File: src/hdl/markov_absorption_probability_unit_macros.svh
// Assertion helpers for the block's top module.
`ifndef MARKOV_ABSORPTION_PROBABILITY_UNIT_MACROS_SVH
`define MARKOV_ABSORPTION_PROBABILITY_UNIT_MACROS_SVH

// Check on every clock edge outside reset.
`define MAPU_ASSERT(label, prop, msg) \
  label: assert property (@(posedge clk) disable iff (rst) prop) else $error(msg);

// Check on every clock edge, reset included.
`define MAPU_ASSERT_ALWAYS(label, prop, msg) \
  label: assert property (@(posedge clk) prop) else $error(msg);

`endif

File: src/hdl/mapu_pkg.sv
package mapu_pkg;

  localparam int ROW_W    = 6;
  localparam int COL_W    = 7;
  localparam int PROB_W   = 17;
  localparam int DIST_W   = 32;
  localparam int ACC_W    = 33;
  localparam int OUT_W    = 21;
  localparam int NUMST_W  = 7;
  localparam int ITER_W   = 12;
  localparam int CFG_IDX_W  = 2;
  localparam int CFG_DATA_W = 12;

  localparam logic [PROB_W-1:0] ONE_Q16 = PROB_W'(65536);
  localparam logic [DIST_W-1:0] ONE_Q31 = DIST_W'(64'h8000_0000);
  localparam logic [ITER_W-1:0] ITER_RESET = ITER_W'(1000);
  localparam logic [NUMST_W-1:0] NUMST_RESET = NUMST_W'(1);

  typedef enum logic [CFG_IDX_W-1:0] {
    REG_NUM_STATES      = 2'd0,
    REG_ITERATION_COUNT = 2'd1
  } cfg_reg_t;

  // Broadcast control from the sequencer to every cell.
  typedef struct packed {
    logic              init;
    logic              swap;
    logic              load_en;
    logic [ROW_W-1:0]  load_row;
    logic [PROB_W-1:0] load_prob;
    logic              res_en;
    logic [DIST_W-1:0] res_value;
  } cell_ctrl_t;

endpackage

File: src/hdl/mapu_ram.sv
module mapu_ram #(
  parameter int WIDTH = 17,
  parameter int DEPTH = 65
) (
  input  logic                     clk,
  input  logic                     we,
  input  logic [$clog2(DEPTH)-1:0] waddr,
  input  logic [WIDTH-1:0]         wdata,
  input  logic [$clog2(DEPTH)-1:0] raddr,
  output logic [WIDTH-1:0]         rdata
);
  logic [WIDTH-1:0] mem [DEPTH];

  always_ff @(posedge clk) begin
    if (we) begin
      mem[waddr] <= wdata;
    end
    rdata <= mem[raddr];
  end
endmodule

File: src/hdl/mapu_cell.sv
module mapu_cell #(
  parameter int MAX_STATES = 64
) (
  input  logic                                   clk,
  input  logic                                   rst,
  input  mapu_pkg::cell_ctrl_t                   ctrl,
  input  logic [$clog2(MAX_STATES+1)-1:0]        load_col,
  input  logic [$clog2(MAX_STATES+1)-1:0]        res_col,
  input  logic [$clog2(MAX_STATES+1)-1:0]        n,
  input  logic [$clog2(MAX_STATES)-1:0]          cell_index,
  input  logic                                   a_v_in,
  input  logic [$clog2(MAX_STATES+1)-1:0]        a_col_in,
  input  logic [48+$clog2(MAX_STATES)-1:0]       p_in,
  output logic                                   a_v_out,
  output logic [$clog2(MAX_STATES+1)-1:0]        a_col_out,
  output logic [48+$clog2(MAX_STATES)-1:0]       p_out
);
  import mapu_pkg::*;

  localparam int PSW  = 48 + $clog2(MAX_STATES);

  logic [DIST_W-1:0]        cur;
  logic [DIST_W-1:0]        nxt;
  logic [PROB_W-1:0]        rd;
  logic                     we;
  logic                     active;
  logic [DIST_W+PROB_W-1:0] prod;

  // Each cell owns one matrix row.
  assign we = ctrl.load_en && (32'(ctrl.load_row) == 32'(cell_index));

  mapu_ram #(.WIDTH(PROB_W), .DEPTH(MAX_STATES+1)) u_row (
    .clk  (clk),
    .we   (we),
    .waddr(load_col),
    .wdata(ctrl.load_prob),
    .raddr(a_col_in),
    .rdata(rd)
  );

  // Rows past the state count add nothing, whatever their entries hold.
  assign active = (32'(cell_index) < 32'(n));
  assign prod   = active ? cur * rd : '0;

  always_ff @(posedge clk) begin
    if (rst) begin
      a_v_out <= 1'b0;
      cur     <= (cell_index == '0) ? ONE_Q31 : '0;
    end else begin
      a_v_out <= a_v_in;
      if (ctrl.init) begin
        cur <= (cell_index == '0) ? ONE_Q31 : '0;
      end else if (ctrl.swap) begin
        cur <= nxt;
      end
    end
    a_col_out <= a_col_in;
    p_out     <= p_in + PSW'(prod);
    if (ctrl.res_en && (32'(res_col) == 32'(cell_index))) begin
      nxt <= ctrl.res_value;
    end
  end
endmodule

File: config.mk
export PLATFORM = sky130hd
export DESIGN_NAME = mapu_cell
export DESIGN_NICKNAME = d
export VERILOG_FILES = /design/src/hdl/markov_absorption_probability_unit_macros.svh /design/src/hdl/mapu_pkg.sv /design/src/hdl/mapu_ram.sv /design/src/hdl/mapu_cell.sv
export SDC_FILE = /design/constraint.sdc
export NUM_CORES = 2
export LEC_CHECK = 0
export ABC_AREA = 1
export BUFFER_PORTS_ARGS = -buffer_cell sky130_fd_sc_hd__buf_4
export CAP_MARGIN = 10
export CORE_AREA = 2 2 492 494
export DETAILED_ROUTE_END_ITERATION = 16
export DIE_AREA = 0 0 494 496
export RECOVER_POWER = 25
export SYNTH_ARGS = -nofsm -noshare
export SYNTH_HDL_FRONTEND = slang
export SYNTH_SLANG_ARGS = --single-unit
File: constraint.sdc
create_clock -name clk -period 10.7 [get_ports clk]
set_clock_uncertainty 0.2 [all_clocks]
set_input_delay 1.07 -clock clk [delete_from_list [all_inputs] [get_ports clk]]
set_output_delay 1.07 -clock clk [all_outputs]
set_load 0.03 [all_outputs]
==> impl_metrics.ini <==
[setup_path]
critPathSlowestCell = dfxtp_1
worstPathArrival_ps = 9330
path_common_cell = nand2_1
cp-start-kind = register
end_kind = register
path_class = register to register
cp.required_ps = 11100
worstPathMaxFanout = 25
critPathMaxStageDelay_ps = 1180

[grt]
grt_max_degree = 226
first_global_vias = 51425
grt_pass1_wl_mm = 312.3
antenna_found_initial = 5
grt_remaining_overflow = 0
grtUsageTotal_pct = 16.53

[cells_and_area]
syn2layout_area_growth_pct = 12.09
final_util_pct = 33.48
final_nets = 8369
antenna_cells = 0
layout-drive-gt1-share_pct = 6.159

[place]
io_buffers = 211
dp_hpwl_mm = 132.8
gp_congestion = 0.9197
place_ws_ps = 1947

[sta]
fin_setup_tns_ps = 0
layout_setup_ws_ps = 1762
fmaxAchievable_ghz = 0.1119
rsz0062_at_grt = no
holdWs_ps = 262.3
slew_viol_final = 1152
fin_crit_ps = 8938
fin_crit_sh_pct = 83.53
setup_viol = 0
max_slew_margin_pct = -163.9
max_slew.worst_pin.slew_ps = 3958
hold_violations = 0

[clocking]
post_cts_resize_count = 0
clk_latency_ps = 780
cts_max_path_buffers = 3
cts_inserted_buffers = 121
clkSinkCount = 1248
clock-root-buffer = clkbuf_16
cts_tree = yes
cts_setup_buffers = 0
cts_max_level = 3
cts_hold_buf = 0
clk_pin_slew_ps = 70

[power_and_ir_drop]
total_leakage_power_nw = 34.40
seqPwrFrac_pct = 30.8
vdd_drop_max_uv = 259.5
p_per_area_mw_per_mm2 = 229.1
p_comb_share_pct = 45.1
intPower_w = 0.01062
clock_power_share_pct = 24.1
switchingPower_w = 0.007752
sw_frac_of_total_pct = 42.19

[logic_synthesis]
synth_nets = 8296
synth_compound_area_share_pct = 1.261
synth_seq_cells = 1248
synth.largest_area_cell = edfxtp_1
synth_edf_count = 1169
synth.distinct_cells = 39
muxShareOfSynthArea_pct = 0
seq_area_frac_synth_pct = 51.26
yosys-top-cells-area = edfxtp_1 (49%), nand2_1 (13%), fa_1 (13%)
syn_inst = 7519
ys_warn_count = 0
syn_area_mm2 = 0.07157
yosysTopAreaCellShare_pct = 49.05
synth_ff_type = edfxtp_1
synthXorXnorAreaFrac_pct = 0.7710
syn_avg_cell_area_um2 = 9.518
synth_top_family_by_area = simple AND/OR/NAND/NOR gates
synthArstFlopShare_pct = 0
synth-adder-area-share_pct = 15.68
synth_simple_gate_area_share_pct = 22.97

[hold_path]
hold_class = register to register

[detailed_routing]
num_vias = 51839
drt-vias-per-instance = 4.764
firstDrtPassIters = 6
drc = 0
routedWlPerCell_um = 18.91
wl_mm = 205.8
drt_iter0_markers = 4846
route.antenna.remaining_nets = 0

[floorplan]
die-area_mm2 = 0.2450
rows = 180
dieHeight_um = 496
pin_count = 212
die_w_um = 494
initial_core_util_pct = 29.87
coreArea_mm2 = 0.2396

[run_status]
status = complete, but fails checks
violations = capacitance limit, slew limit

[run]
drv_cap = 18
[layout make-up]
class	instances	area, um^2
fill	24393	159400
sequential	1248	36690
multi-input combinational	4831	29120
inverter	1080	4081
tap	3185	3985
clock buffer	137	3098
timing repair buffer	310	2241
clock inverter	90	1001
[sequential cells by signal, indices dropped and copies added, names as in the netlist]
| name | cells |
|---|---|
| nxt | 32 |
| p_out | 54 |
| a_v_out | 1 |
| a_col_out | 7 |
| cur | 32 |
| u_row.rdata | 17 |
| u_row.mem | 1105 |
[power groups by stage]
stage                     Combinational (W)  Sequential, W  Clock (W)
after floorplan                     0.00532        0.00583          0
after global placement              0.00826        0.00575          0
after detailed placement            0.00825        0.00575          0
after CTS                           0.00828        0.00565    0.00452
after global routing                0.00924        0.00566    0.00469
final                               0.00829        0.00565    0.00443
[logic make-up (layout without fill, tap and decap cells)]
| kind of cell | Yosys count | in the layout |
|---|---|---|
| AOI/OAI and AO/OA | 167 | 167 |
| buffers and inverters | 1440 | 1617 |
| adders and majority gates | 627 | 627 |
| xor gates and xnor gates | 63 | 63 |
| and+or+nand+nor | 3974 | 3974 |
| DFF | 1248 | 1248 |
[worst max-delay path: cells and delay by family, from the launching register on]
| kind | cells | cell delay [ps] |
|---|---|---|
| buffers and inverters | 6 | 380 |
| adders and majority gates | 8 | 3930 |
| and+or+nand+nor | 15 | 2980 |
| AOI/OAI and AO/OA | 1 | 140 |
| DFF | 1 | 1180 |
[layer usage]
metal	part of all wire (%)	GRT usage (%)	routed length, um
met2	47	27.35	96830
met5	0.033	0	68
met1	42	22.18	87280
met4	2.9	4.827	6019
met3	7.6	2.826	15610
[cell usage in the layout, fill, tap and decap left out, drive strengths merged, types with 4 or more instances in the layout]
| master | n |
|---|---|
| nand2 | 2498 |
| edfxtp | 1169 |
| nand3 | 1092 |
| inv | 1085 |
| fa | 450 |
| nor2 | 326 |
| buf | 256 |
| clkbuf | 191 |
| ha | 177 |
| a21oi | 102 |
| dfxtp | 79 |
| clkinv | 66 |
| o21ai | 37 |
| xnor2 | 33 |
| xor2 | 30 |
| nand4 | 22 |
| bufinv | 16 |
| o21bai | 13 |
| nand3b | 13 |
| nor4 | 11 |
| nor3 | 7 |
| a31oi | 4 |
| a21o | 4 |
[final timing paths]
path | slack, ps | end | start | cells after the start
worst max-delay path | 1760 | p_out[52] | u_row.rdata[3] | 30
worst min-delay path | 260 | u_row.rdata[0] | u_row.mem[64][0] | 2
worst max register to register | 1760 | p_out[52] | u_row.rdata[3] | 30
worst min register to register | 260 | u_row.rdata[0] | u_row.mem[64][0] | 2
[cells in the mapped netlist, types with 19 or more instances]
master and instances:
buf_2 135, clkbuf_1 165, a21oi_1 102, dfxtp_1 79, buf_6 19, inv_1 1073
buf_1 33, nand4_1 22, nand3_1 1092, o21ai_0 37, nor2_1 326, edfxtp_1 1169
xor2_1 30, xnor2_1 33, ha_1 177, nand2_1 2498, fa_1 450
[through the flow]
| stage | area [um^2] | cells | power, W |
|---|---|---|---|
| 2_1_floorplan | 71570 | 7519 | 0.01114 |
| 6_report | 80220 | 10881 | 0.01837 |
| 3_5_place_dp | 76240 | 10653 | 0.01400 |
| 5_1_grt | 80220 | 10881 | 0.01959 |
| 4_1_cts | 80340 | 10880 | 0.01845 |
| 3_3_place_gp | 76240 | 10653 | 0.01401 |
Power figures use the tool's default switching activity.
